File: src/hw/rtl/swm_pkg.sv
// Shared types and constants for the sliding window median filter.
// Used by swm_cell, swm_seq and sliding_window_median; depends on nothing.
`default_nettype none

package swm_pkg;

  // Built defaults for the top level parameters.
  localparam int MAX_WINDOW_DEF   = 64;
  localparam int SAMPLE_WIDTH_DEF = 32;

  // Configuration port geometry.
  localparam int CFG_AW  = 3;
  localparam int CFG_DW  = 32;
  localparam int WS_W    = 7;
  localparam int WS_RESET = 3;

  // Register index as decoded from paddr[2].
  localparam logic REG_WINDOW_SIZE = 1'b0;

  // Per-cycle commands from the sequencer to every cell of the chain.
  typedef struct packed {
    logic shift;   // shift a new sample into the window
    logic load;    // copy each window value into its probe slot
    logic rotate;  // move the probes one cell toward cell 0, wrapping at k-1
    logic count;   // rank comparison at the probe's current cell
  } cell_ctrl_t;

  typedef enum logic [2:0] {
    ST_IDLE,
    ST_LOAD,
    ST_COUNT,
    ST_SCAN,
    ST_PUSH
  } seq_state_t;

endpackage

`default_nettype wire

File: src/hw/rtl/swm_seq.sv
// Sequencer of the median chain: fill count, phase control and step counter.
// Depends on swm_pkg for the state enum and the cell control struct.
`default_nettype none

module swm_seq #(
  parameter int MAX_WINDOW = swm_pkg::MAX_WINDOW_DEF,
  parameter int KW         = 7
) (
  input  wire                  clk,
  input  wire                  rst_n,
  input  wire [KW-1:0]         k,
  input  wire                  in_acc,
  input  wire                  match,
  input  wire                  out_free,
  output swm_pkg::cell_ctrl_t  ctrl,
  output logic                 busy,
  output logic                 capture,
  output logic                 push
);

  swm_pkg::seq_state_t state_r, state_nxt;
  logic [KW-1:0] fill_r, fill_nxt;
  logic [KW-1:0] step_r, step_nxt;
  logic [KW-1:0] fill_inc;
  logic [KW-1:0] km1;
  logic          hit;

  assign km1      = k - KW'(1);
  assign fill_inc = (fill_r < KW'(MAX_WINDOW)) ? fill_r + KW'(1) : fill_r;
  assign hit      = fill_inc >= k;

  always_comb begin
    fill_nxt = fill_r;
    if (in_acc) begin
      fill_nxt = hit ? km1 : fill_inc;
    end
  end

  always_comb begin
    state_nxt = state_r;
    case (state_r)
      swm_pkg::ST_IDLE:  if (in_acc && hit) state_nxt = swm_pkg::ST_LOAD;
      swm_pkg::ST_LOAD:  state_nxt = swm_pkg::ST_COUNT;
      swm_pkg::ST_COUNT: if (step_r == km1) state_nxt = swm_pkg::ST_SCAN;
      swm_pkg::ST_SCAN:  if (match) state_nxt = swm_pkg::ST_PUSH;
      swm_pkg::ST_PUSH:  if (out_free) state_nxt = swm_pkg::ST_IDLE;
      default:           state_nxt = swm_pkg::ST_IDLE;
    endcase
  end

  always_comb begin
    ctrl     = '0;
    busy     = 1'b1;
    capture  = 1'b0;
    push     = 1'b0;
    step_nxt = step_r;
    case (state_r)
      swm_pkg::ST_IDLE: begin
        busy       = 1'b0;
        ctrl.shift = in_acc;
      end
      swm_pkg::ST_LOAD: begin
        ctrl.load = 1'b1;
        step_nxt  = '0;
      end
      swm_pkg::ST_COUNT: begin
        ctrl.count  = 1'b1;
        ctrl.rotate = 1'b1;
        step_nxt    = step_r + KW'(1);
      end
      swm_pkg::ST_SCAN: begin
        ctrl.rotate = !match;
        capture     = match;
      end
      swm_pkg::ST_PUSH: begin
        push = out_free;
      end
      default: begin
        busy = 1'b0;
      end
    endcase
  end

  always_ff @(posedge clk) begin
    if (!rst_n) begin
      state_r <= swm_pkg::ST_IDLE;
      fill_r  <= '0;
      step_r  <= '0;
    end else begin
      state_r <= state_nxt;
      fill_r  <= fill_nxt;
      step_r  <= step_nxt;
    end
  end

endmodule

`default_nettype wire

File: config.mk
export PLATFORM = sky130hd
export DESIGN_NAME = swm_seq
export DESIGN_NICKNAME = d
export VERILOG_FILES = /design/src/hw/rtl/swm_pkg.sv /design/src/hw/rtl/swm_seq.sv
export SDC_FILE = /design/constraint.sdc
export NUM_CORES = 1
export LEC_CHECK = 0
export BUFFER_PORTS_ARGS = -buffer_cell sky130_fd_sc_hd__buf_2
export CORE_UTILIZATION = 40
export DETAILED_ROUTE_END_ITERATION = 8
export MAX_ROUTING_LAYER = met4
export PLACE_DENSITY = 0.59
export REMOVE_ABC_BUFFERS = 1
export SYNTH_ARGS = -nofsm -noshare
export SYNTH_HDL_FRONTEND = slang
export SYNTH_SLANG_ARGS = --single-unit
export TNS_END_PERCENT = 1
File: constraint.sdc
create_clock -name clk -period 8.1 [get_ports clk]
set_clock_uncertainty 0.2 [all_clocks]
set_input_delay 1.62 -clock clk [delete_from_list [all_inputs] [get_ports clk]]
set_output_delay 1.62 -clock clk [all_outputs]
set_load 0.01 [all_outputs]
==> flow_summary.toml <==
[die]
die_h_um = 60.82
rows = 20
ioPinCount = 19
core_um2 = 3178
die_w_um = 60.82
start_util_pct = 43.54
die_area_um2 = 3699

[placed_design]
pre_cts_slack_ns = 3.978
dp.cells = 234
dpl_cell_area_um2 = 1509
gp_congestion = 0.7719
numPortBuffers = 18
hpwlAfterDp_um = 2324

[sta]
hold_viol_final = 0
maxSlewViolCount = 0
fmax_mhz = 243.2
relSlewSlack_pct = 62.65
holdWs_ns = 0.3399
rsz0062_at_grt = "false"
layout_min_cycle_time_ns = 4.112
worst_pin_slew_ns = 0.5591
fin_ws_ns = 3.988
setup_viol = 0
tns_ns = 0
layout_worst_path_cycle_share_pct = 50.77

[cells_and_area]
fin_cells = 238
num_antenna_cells = 0
nNetsFinal = 217
final_area_um2 = 1536
final_util_pct = 48.35
nFillCells = 332
drive_gt1_share_pct = 15.98
syn2layout_area_growth_pct = 11.03

[clocking]
postCtsSetupRepairBufs = 0
clk_pin_slew_worst_paths_ns = 0.11
clk_latency_ns = 0.29
cts_resized = 0
cts_max_path_buffers = 2
cts_tree = "built"
clock-sinks = 17
cts_hold_buf = 0
cts-root-buf = "clkbuf_4"
cts-buffers-inserted = 3
htree_num_levels = 1

[setup_path]
end_kind = "primary output"
worstPathRequired_ns = 6.28
crit_path_start_kind = "primary input"
reg2reg_to = "fill_r[2]"
arrival_ns = 2.29
ff2ff_path_depth = 12
r2r_slack_ns = 5.14
crit_type = "primary input to primary output"
cp_max_fo = 15
worstReg2RegStart = "fill_r[0]"

[routing]
drtPass1Iterations = 4
wl_per_cell_um = 12.13
avgViaCountPerCell = 5.290
drt_iter0_markers = 66
drc = 0
ant_nets = 0
dr_total_vias = 1259
drt-total-wl_um = 2888

[worst_hold_path]
min_path_cells = 2
hold_end = "step_r[6]"
hold_start = "step_r[6]"
holdCritPathClass = "flop to flop"

[yosys]
synthDistinctLibCells = 42
synth_edf_count = 0
synth-seq-cells = 17
synth_flop_cell = "dfxtp_1"
post-synth-top-count-cell = "dfxtp_1"
yosysWarningCount = 0
synthTopCellsByArea = "dfxtp_1, ha_1, xnor2_1, o21ai_0, xor2_1"
yosysTopAreaCell = "dfxtp_1"
synth_top_area_share_pct = 24.59
synth-async-reset-ratio_pct = 0
syn_avg_cell_area_um2 = 7.818
synth_common_cells = "dfxtp_1, nand2_1, o21ai_0"
synth_area_um2 = 1384
syn_inst = 177
yosysSeqAreaShare_pct = 24.59

[power]
power.density_nw_per_um2 = 109.1
max-vdd-ir-drop_mv = 0.09717
p_leak_nw = 0.6851
power_mw = 0.1676

[global_route]
grt_first_pass_wirelength_um = 4857
grt_usage_pct = 18.37
grt_pass1_vias = 1125
grt_max_degree = 18
grt-ovfl-total = 0
antenna_found_initial = 0

[run]
max_cap_violations = 0

[outcome]
status = "completed"
-- per-layer routing --
layer	GRT usage (%)	part of all wire [%]
met1	21.06	47
met2	32.81	50
met3	4.051	1.8
met4	3.571	0.73
met5	-	0
-- power breakdown --
group / switching (mW) / leakage [nW] / internal [mW] / total (mW)
clock network: 0.0284 / 0.0177 / 0.0184 / 0.0468
registers: 0.00236 / 0.137 / 0.0852 / 0.0876
logic: 0.0180 / 0.530 / 0.0152 / 0.0332
-- flip-flops by register name, indices dropped and copies added (netlist names) --
name     count
step_r       7
fill_r       7
state_r      3
-- kinds of logic after synthesis --
logic type / count (synthesis) / share of synthesized area [%]
mux: 5 / 4.159
fa+ha+maj: 10 / 9.042
simple gates: 67 / 26.49
flops: 17 / 24.59
buf+inv: 20 / 5.786
xor+xnor: 17 / 10.76
compound gates: 41 / 19.17
-- cell usage in the layout (no fill, tap or decap), types with 4 or more instances in the layout --
cell	instances
o21ai_0	14
ha_1	10
a21boi_0	5
xnor2_1	9
a21oi_1	4
nand2_1	16
and3_1	5
nor2b_1	8
a31oi_1	4
dfxtp_1	17
xor2_1	8
inv_1	13
nand4_1	5
buf_2	18
and2_1	5
nand3_1	6
nor2_1	10
-- critical path, stage by stage --
cell,delay (ns)
buf_2,0.23
nor4b_1,0.26
buf_2,0.18
-- worst max path at each step --
stage,startpoint,to,slack (ns),cells past startpoint
3_5_place_dp,in_acc,ctrl[3],3.98,3
5_1_grt,in_acc,ctrl[3],3.90,3
4_1_cts,in_acc,ctrl[3],3.98,3
6_report,in_acc,ctrl[3],3.99,3
3_3_place_gp,in_acc,ctrl[3],3.99,3
2_1_floorplan,in_acc,ctrl[3],4.24,1
-- final cells by class --
cell class | count | area, µm² | area share [%]
well taps | 44 | 55.05 | 3.583
inverters | 14 | 52.55 | 3.420
clock buffers | 3 | 22.52 | 1.466
multi-input cells | 140 | 963.4 | 62.70
clock inverters | 1 | 5.005 | 0.3257
repair buffers | 19 | 97.59 | 6.352
flip-flops and latches | 17 | 340.3 | 22.15
(Power assumes the default switching activity.)
