## src/hw/rtl/swm_pkg.sv

```systemverilog
// Shared types and constants for the sliding window median filter.
// Used by swm_cell, swm_seq and sliding_window_median; depends on nothing.
`default_nettype none

package swm_pkg;

  // Built defaults for the top level parameters.
  localparam int MAX_WINDOW_DEF   = 64;
  localparam int SAMPLE_WIDTH_DEF = 32;

  // Configuration port geometry.
  localparam int CFG_AW  = 3;
  localparam int CFG_DW  = 32;
  localparam int WS_W    = 7;
  localparam int WS_RESET = 3;

  // Register index as decoded from paddr[2].
  localparam logic REG_WINDOW_SIZE = 1'b0;

  // Per-cycle commands from the sequencer to every cell of the chain.
  typedef struct packed {
    logic shift;   // shift a new sample into the window
    logic load;    // copy each window value into its probe slot
    logic rotate;  // move the probes one cell toward cell 0, wrapping at k-1
    logic count;   // rank comparison at the probe's current cell
  } cell_ctrl_t;

  typedef enum logic [2:0] {
    ST_IDLE,
    ST_LOAD,
    ST_COUNT,
    ST_SCAN,
    ST_PUSH
  } seq_state_t;

endpackage

`default_nettype wire

```

## src/hw/rtl/swm_cell.sv

```systemverilog
// One cell of the median chain: a window slot plus a circulating probe slot.
// Depends on swm_pkg for the control struct.
`default_nettype none

module swm_cell #(
  parameter int IDX = 0,
  parameter int SW  = 32,
  parameter int KW  = 7,
  parameter int IW  = 6
) (
  input  wire                   clk,
  input  swm_pkg::cell_ctrl_t   ctrl,
  input  wire        [KW-1:0]   k,
  input  wire signed [SW-1:0]   win_in,
  output logic signed [SW-1:0]  win_out,
  input  wire signed [SW-1:0]   nb_val,
  input  wire        [IW-1:0]   nb_idx,
  input  wire        [IW-1:0]   nb_cnt,
  input  wire signed [SW-1:0]   wrap_val,
  input  wire        [IW-1:0]   wrap_idx,
  input  wire        [IW-1:0]   wrap_cnt,
  output logic signed [SW-1:0]  prb_val,
  output logic       [IW-1:0]   prb_idx,
  output logic       [IW-1:0]   prb_cnt
);

  logic signed [SW-1:0] win_r;
  logic signed [SW-1:0] prb_val_r;
  logic        [IW-1:0] prb_idx_r;
  logic        [IW-1:0] prb_cnt_r;
  logic                 active;
  logic                 last;
  logic                 ahead;

  assign active = KW'(IDX) < k;
  assign last   = KW'(IDX) == (k - KW'(1));

  // The window entry here ranks ahead of the probe: smaller, or equal and older.
  assign ahead = active && ((win_r < prb_val_r) ||
                            ((win_r == prb_val_r) && (IW'(IDX) > prb_idx_r)));

  always_ff @(posedge clk) begin
    if (ctrl.shift) begin
      win_r <= win_in;
    end
    if (ctrl.load) begin
      prb_val_r <= win_r;
      prb_idx_r <= IW'(IDX);
      prb_cnt_r <= '0;
    end else if (ctrl.rotate) begin
      if (last) begin
        prb_val_r <= wrap_val;
        prb_idx_r <= wrap_idx;
        prb_cnt_r <= wrap_cnt;
      end else begin
        prb_val_r <= nb_val;
        prb_idx_r <= nb_idx;
        prb_cnt_r <= nb_cnt;
      end
    end
  end

  assign win_out = win_r;
  assign prb_val = prb_val_r;
  assign prb_idx = prb_idx_r;
  assign prb_cnt = (ctrl.count && ahead) ? prb_cnt_r + IW'(1) : prb_cnt_r;

endmodule

`default_nettype wire

```

## config.mk

```make
export PLATFORM = sky130hd
export DESIGN_NAME = swm_cell
export DESIGN_NICKNAME = d
export VERILOG_FILES = /design/src/hw/rtl/swm_pkg.sv /design/src/hw/rtl/swm_cell.sv
export SDC_FILE = /design/constraint.sdc
export NUM_CORES = 1
export LEC_CHECK = 0
export ABC_AREA = 1
export BUFFER_PORTS_ARGS = -buffer_cell sky130_fd_sc_hd__buf_4
export CAP_MARGIN = 20
export CELL_PAD_IN_SITES_DETAIL_PLACEMENT = 0
export CELL_PAD_IN_SITES_GLOBAL_PLACEMENT = 1
export CORE_AREA = 2 2 101 123
export DETAILED_ROUTE_END_ITERATION = 10
export DIE_AREA = 0 0 103 125
export PLACE_DENSITY_LB_ADDON = 0.1
export SYNTH_ARGS = -nofsm -noshare
export SYNTH_HDL_FRONTEND = slang
export SYNTH_SLANG_ARGS = --single-unit
```

## constraint.sdc

```tcl
create_clock -name clk -period 3.3 [get_ports clk]
set_clock_uncertainty 0.2 [all_clocks]
set_input_delay 0.165 -clock clk [delete_from_list [all_inputs] [get_ports clk]]
set_output_delay 0.165 -clock clk [all_outputs]
set_load 0.03 [all_outputs]
```

==> results of run 1 <==
==> cell type report <==
cell class                      count  share of cell area [%]
Sequential cell                    76                    31.0
Timing Repair Buffer              295                    35.3
Inverter                           56                    3.02
Clock buffer                       12                    3.39
Tap cell                          161                    2.89
Multi-Input combinational cell    298                    24.2
Clock inverter                      3                   0.215
==> report_power, final <==
group	internal [W]	total, W	switching (W)	leakage [nW]
combinational	0.000383	0.000813	0.000430	2.39
sequential	0.00114	0.00119	0.0000561	0.744
clock	0.000502	0.000867	0.000366	0.126
==> critical path: stages, from the launching register on <==
cell	delay (ps)
edfxtp_1	420
ha_1	330
a21oi_1	160
nand2_1	70
nand2_1	50
nand2_1	80
a21oi_1	180
nand3_1	270
nand3_2	220
nand2_1	80
nand2_1	70
buf_4	160
==> state kept, by name, indices dropped and copies added (netlist names) <==
name,count
prb_idx,6
prb_val,32
win_out,32
prb_cnt_r,6
==> Yosys cell counts <==
library cell and instances:
o21ai_0 46, inv_1 55, nor3b_1 1, clkbuf_1 14, buf_2 2, dfxtp_1 12, buf_6 1, o211ai_1 1
nor3b_2 1, nand3_2 1, ha_1 33, buf_4 1, nand3_1 5, nor3_1 1, or2_2 1, nand2_2 1
a21o_1 1, nand2_1 78, o21ai_1 30, a21oi_1 14, nand4_1 8, o22ai_1 13, edfxtp_1 64, nor2_1 45
o21a_1 13, inv_2 1, xor2_1 4, o31a_1 1
==> through the flow <==
stage               setup slack [ps]  std cells  total power (W)  hold WS [ps]
floorplan                        935        448          0.00160          63.9
global placement                 943        800          0.00193           143
detailed placement               869        801          0.00194           144
CTS                              508        901          0.00290          1.12
global route                     265        901          0.00304          6.62
finish                           523        901          0.00287        -0.905
==> timing repair <==
action	CTS	global route
buffers inserted	0	0
hold endpoints to repair	72	0
hold buffers	85	0
==> logic make-up after synthesis <==
| logic type | count (synthesis) |
|---|---|
| flip-flops | 76 |
| AND/OR/NAND/NOR | 142 |
| buffers and inverters | 74 |
| XOR/XNOR | 4 |
| adder cells (fa/ha/maj) | 33 |
| AO/OA/AOI/OAI | 119 |
==> per-layer routing <==
metal  part of all wire (%)  GRT usage (%)
met4                   0.88           4.88
met1                     41           26.1
met5                      0              0
met2                     52           38.3
met3                    6.0           6.20
==> worst min path at each step <==
| stage | slack [ps] | end | start |
|---|---|---|---|
| 2_1_floorplan | 60 | win_out[0] | win_in[0] |
| 3_3_place_gp | 140 | win_out[2] | win_in[2] |
| 3_5_place_dp | 140 | win_out[20] | win_in[20] |
| 4_1_cts | 1 | prb_idx[2] | nb_idx[2] |
| 5_1_grt | 7 | prb_val[14] | nb_val[14] |
| 6_report | -0.9 | prb_val[23] | wrap_val[23] |
==> results.json, run 1 <==
{
  "drt-pass1-iter-count": 4,
  "synthAdderAreaFrac_pct": 9.98,
  "worstSetupEndpoint": "prb_cnt[0]",
  "crit_start": "win_out[19]",
  "critPathLaunchType": "flip-flop",
  "wl_per_cell_um": 15.2,
  "ys_types": 28,
  "tightest_slew_ps": 820,
  "finalHoldViolCount": 1,
  "clk_pin_slew_worst_paths_ps": 60,
  "status": "finished, violations left",
  "worstSetupPathType": "flip-flop to output pin",
  "die_w_um": 103,
  "setup-tns-final_ps": 0,
  "yosys.area_share.simple_pct": 14.1,
  "setup_violations": 0,
  "min_period_over_period_pct": 84.1,
  "avgSynthCellArea_um2": 9.24,
  "cts-root-buf": "clkbuf_16",
  "rrSetupSlack_ps": 1700,
  "vias_per_cell": 4.68,
  "globalplace.congestion": 0.818,
  "rsz0062_at_grt": "false",
  "maxCapViolCount": 0,
  "hold_slack_ps": -0.905,
  "power.density_nw_per_um2": 412,
  "htreeDepth": 3,
  "grt.total_usage_pct": 21.8,
  "placed_area_um2": 5870,
  "cts-resized-gates": 0,
  "vias": 4214,
  "critPathArrivalTime_ps": 2410,
  "drive_gt1_share_pct": 30.7,
  "worstPathMaxFanout": 7,
  "fmax_ghz": 0.360,
  "nNetsFinal": 901,
  "rows": 44,
  "synth-seq-area-share_pct": 52.2,
  "grt_max_degree": 45,
  "fillers": 1078,
  "drc": 0,
  "synthCells": 448,
  "drt.antenna.violating_nets": 0,
  "synth_top_cell_by_area": "edfxtp_1",
  "r2r_end": "prb_val[0]",
  "timing.rr.start": "win_out[0]",
  "worst-r2r-cell-count": 3,
  "clk_latency_ps": 330,
  "syn_to_final_growth_pct": 68.4,
  "final_util_pct": 59.2,
  "synth-seq-cells": 76,
  "drt_iter0_drc": 140,
  "numPortBuffers": 207,
  "totalWireLength_um": 13700,
  "gr-total-overflow": 0,
  "clockBufferDepth": 2,
  "netlist_area_um2": 4140,
  "die_h_um": 125,
  "initial_utilization_pct": 35.1,
  "critPathRequiredTime_ps": 2930,
  "grt_pass1_wl_um": 21600,
  "antenna_cells": 0,
  "leakage_nw": 3.26,
  "hold_depth": 3,
  "endpoint_kind": "output pin",
  "post-dp-hpwl_um": 9160,
  "die-area_um2": 12900,
  "synth_top_family_by_area": "compound AO/OA/AOI/OAI gates",
  "yosysTopAreaCellShare_pct": 46.4,
  "slew_viol_final": 0,
  "slew_headroom_pct": 45.3,
  "antenna_found_initial": 0,
  "final_cell_area_um2": 6970,
  "cts-buffers-inserted": 9,
  "synth_nets": 613,
  "min_path_type": "input pin to flip-flop",
  "ios": 208,
  "yosysWarnings": 0,
  "synth_compound_area_share_pct": 15.8,
  "fin_crit_ps": 2780,
  "cts_tree": "done",
  "synthXorXnorAreaFrac_pct": 0.846,
  "synth.area.mux_share_pct": 0,
  "core-area_um2": 11800,
  "regArea_um2": 2160,
  "final_common_cell": "buf_4",
  "violations": "hold timing",
  "synthTopCellsByArea": "edfxtp_1, ha_1, nand2_1",
  "cts.sinks": 76,
  "first_global_vias": 4444,
  "final_cell_mix": "buf_4, dlygate4sd3_1, nand2_1",
  "multi_input_area_um2": 1690,
  "ir_worst_vdd_v": 0.000280
}
(Power assumes the default switching activity.)
==> run 2, diff against run 1 <==
- CORE_AREA: 2 2 101 123 -> 2 2 111 134
- DIE_AREA: 0 0 103 125 -> 0 0 113 136
- clock period: 3.3 -> 2.4 ns (I/O delays scaled with it)
==> run 2 against run 1 <==
Against the previous run: the run ends with DRC, setup timing left; sequential cell count unchanged; global-route usage down 2.7 points; first-iteration DRC count up 16%; critical path depth up 3; register-to-register slack worse by 1100 ps; worst setup slack worse by 670 ps; sequential share of layout area down 2.8 points; sequential power up 39%; final cell count up 7.9%; via count up 5.9%; power up 45%; hold slack better by 31 ps.
==> results.json, run 2 (synthesis results as in run 1) <==
{
  "vias": 4463,
  "initial_utilization_pct": 29.2,
  "numPortBuffers": 207,
  "cts-buffers-inserted": 9,
  "grt.total_usage_pct": 19.1,
  "finalHoldViolCount": 0,
  "vias_per_cell": 4.59,
  "drt.antenna.violating_nets": 0,
  "die_w_um": 113,
  "timing.final.ws_setup_ps": -144,
  "drc": 13,
  "gr-total-overflow": 0,
  "first_global_vias": 4657,
  "drt-pass1-iter-count": 7,
  "nNetsFinal": 957,
  "fmax_ghz": 0.393,
  "die_h_um": 136,
  "fin_crit_ps": 2540,
  "min_period_over_period_pct": 106,
  "regArea_um2": 2160,
  "tightest_slew_ps": 576,
  "rows": 48,
  "clk_latency_ps": 340,
  "final_util_pct": 54.0,
  "placed_area_um2": 5960,
  "endpoint_kind": "output pin",
  "multi_input_area_um2": 1820,
  "fillers": 1341,
  "timing.rr.start": "win_out[18]",
  "htreeDepth": 3,
  "drive_gt1_share_pct": 33.9,
  "clk_pin_slew_worst_paths_ps": 60,
  "critPathRequiredTime_ps": 2080,
  "final_cell_area_um2": 7660,
  "critPathLaunchType": "flip-flop",
  "antenna_cells": 0,
  "worstSetupPathType": "flip-flop to output pin",
  "maxCapViolCount": 0,
  "ir_worst_vdd_v": 0.000260,
  "post-dp-hpwl_um": 10100,
  "critPathArrivalTime_ps": 2220,
  "worstPathMaxFanout": 7,
  "syn_to_final_growth_pct": 85.0,
  "cts-root-buf": "clkbuf_16",
  "cts.sinks": 76,
  "setup_violations": 6,
  "rsz0062_at_grt": "true",
  "die-area_um2": 15400,
  "min_path_type": "input pin to flip-flop",
  "final_common_cell": "buf_4",
  "drt_iter0_drc": 163,
  "core-area_um2": 14200,
  "grt_pass1_wl_um": 22700,
  "power.density_nw_per_um2": 543,
  "globalplace.congestion": 0.821,
  "leakage_nw": 3.53,
  "clockBufferDepth": 2,
  "status": "finished, violations left",
  "violations": "DRC, setup timing",
  "crit_start": "win_out[5]",
  "dp_slack_ps": 37.9,
  "antenna_found_initial": 0,
  "min_from": "nb_val[31]",
  "slew_viol_final": 0,
  "totalWireLength_um": 14900,
  "wl_per_cell_um": 15.3,
  "ios": 208,
  "final_cell_mix": "buf_4, dlygate4sd3_1, nand2_1",
  "slew_headroom_pct": 61.6,
  "grt_max_degree": 45,
  "cts_tree": "done"
}
==> run 2: path summary, 6_finish.rpt <==
check / to / slack, ps / depth (start not counted)
worst max register to register: prb_val[18] / 610 / 5
worst max-delay path: prb_cnt[3] / -140 / 14
worst min-delay path: prb_val[31] / 30 / 3
worst min register to register: prb_idx[0] / 270 / 2
==> run 2: final cells by class <==
type                            count  area share, %
Sequential cell                    76           28.2
Multi-Input combinational cell    298           23.8
Timing Repair Buffer              351           39.0
Clock buffer                       13           3.14
Inverter                           56           2.74
Tap cell                          175           2.86
Clock inverter                      3          0.180
==> run 2: per-layer routing <==
| layer | vias up | track usage, % | routed length (µm) | share of wire, % |
|---|---|---|---|---|
| met4 | 0 | 8.74 | 331 | 2.2 |
| met3 | 23 | 3.57 | 964 | 6.5 |
| met1 | 2062 | 22.1 | 6120 | 41 |
| met2 | 146 | 33.9 | 7440 | 50 |
| met5 | - | 0 | 0 | 0 |
| li1 | 2232 | - | - | - |
==> run 2: stage by stage <==
step	TNS [ps]	total power, W	hold slack (ps)	cells
after floorplan	0	0.00220	18.9	448
after global placement	0	0.00268	98.8	824
after detailed placement	0	0.00269	99.3	824
after CTS	-1140	0.00415	27.6	964
after global routing	-1710	0.00436	42.3	972
final	-776	0.00416	29.8	972
==> run 2: repair_timing <==
| action | CTS | global route |
|---|---|---|
| pin swaps | 11 | 10 |
| endpoints found under the setup margin | 6 | 6 |
| gates cloned | 0 | 0 |
| buffers inserted | 6 | 8 |
| gates resized for setup | 19 | 12 |
| hold buffers | 118 | 0 |
| hold endpoints to repair | 76 | 0 |
==> run 2: worst max-delay path, stage by stage (launching register included) <==
cell      delay [ps]
edfxtp_1         410
ha_1             310
a21oi_1          150
nor2_1            50
nor2_1           100
nand2_1           70
nand2_1           70
nand2_2           70
nand2_4           90
nand2_2           70
nand2_4          100
nand3_4          100
nand2_1           80
nand2_1           70
buf_6            140
==> run 2: where the power goes <==
group          internal (W)  switching, W
Clock              0.000695      0.000525
Sequential          0.00156     0.0000819
Combinational      0.000646      0.000643
Total               0.00291       0.00125
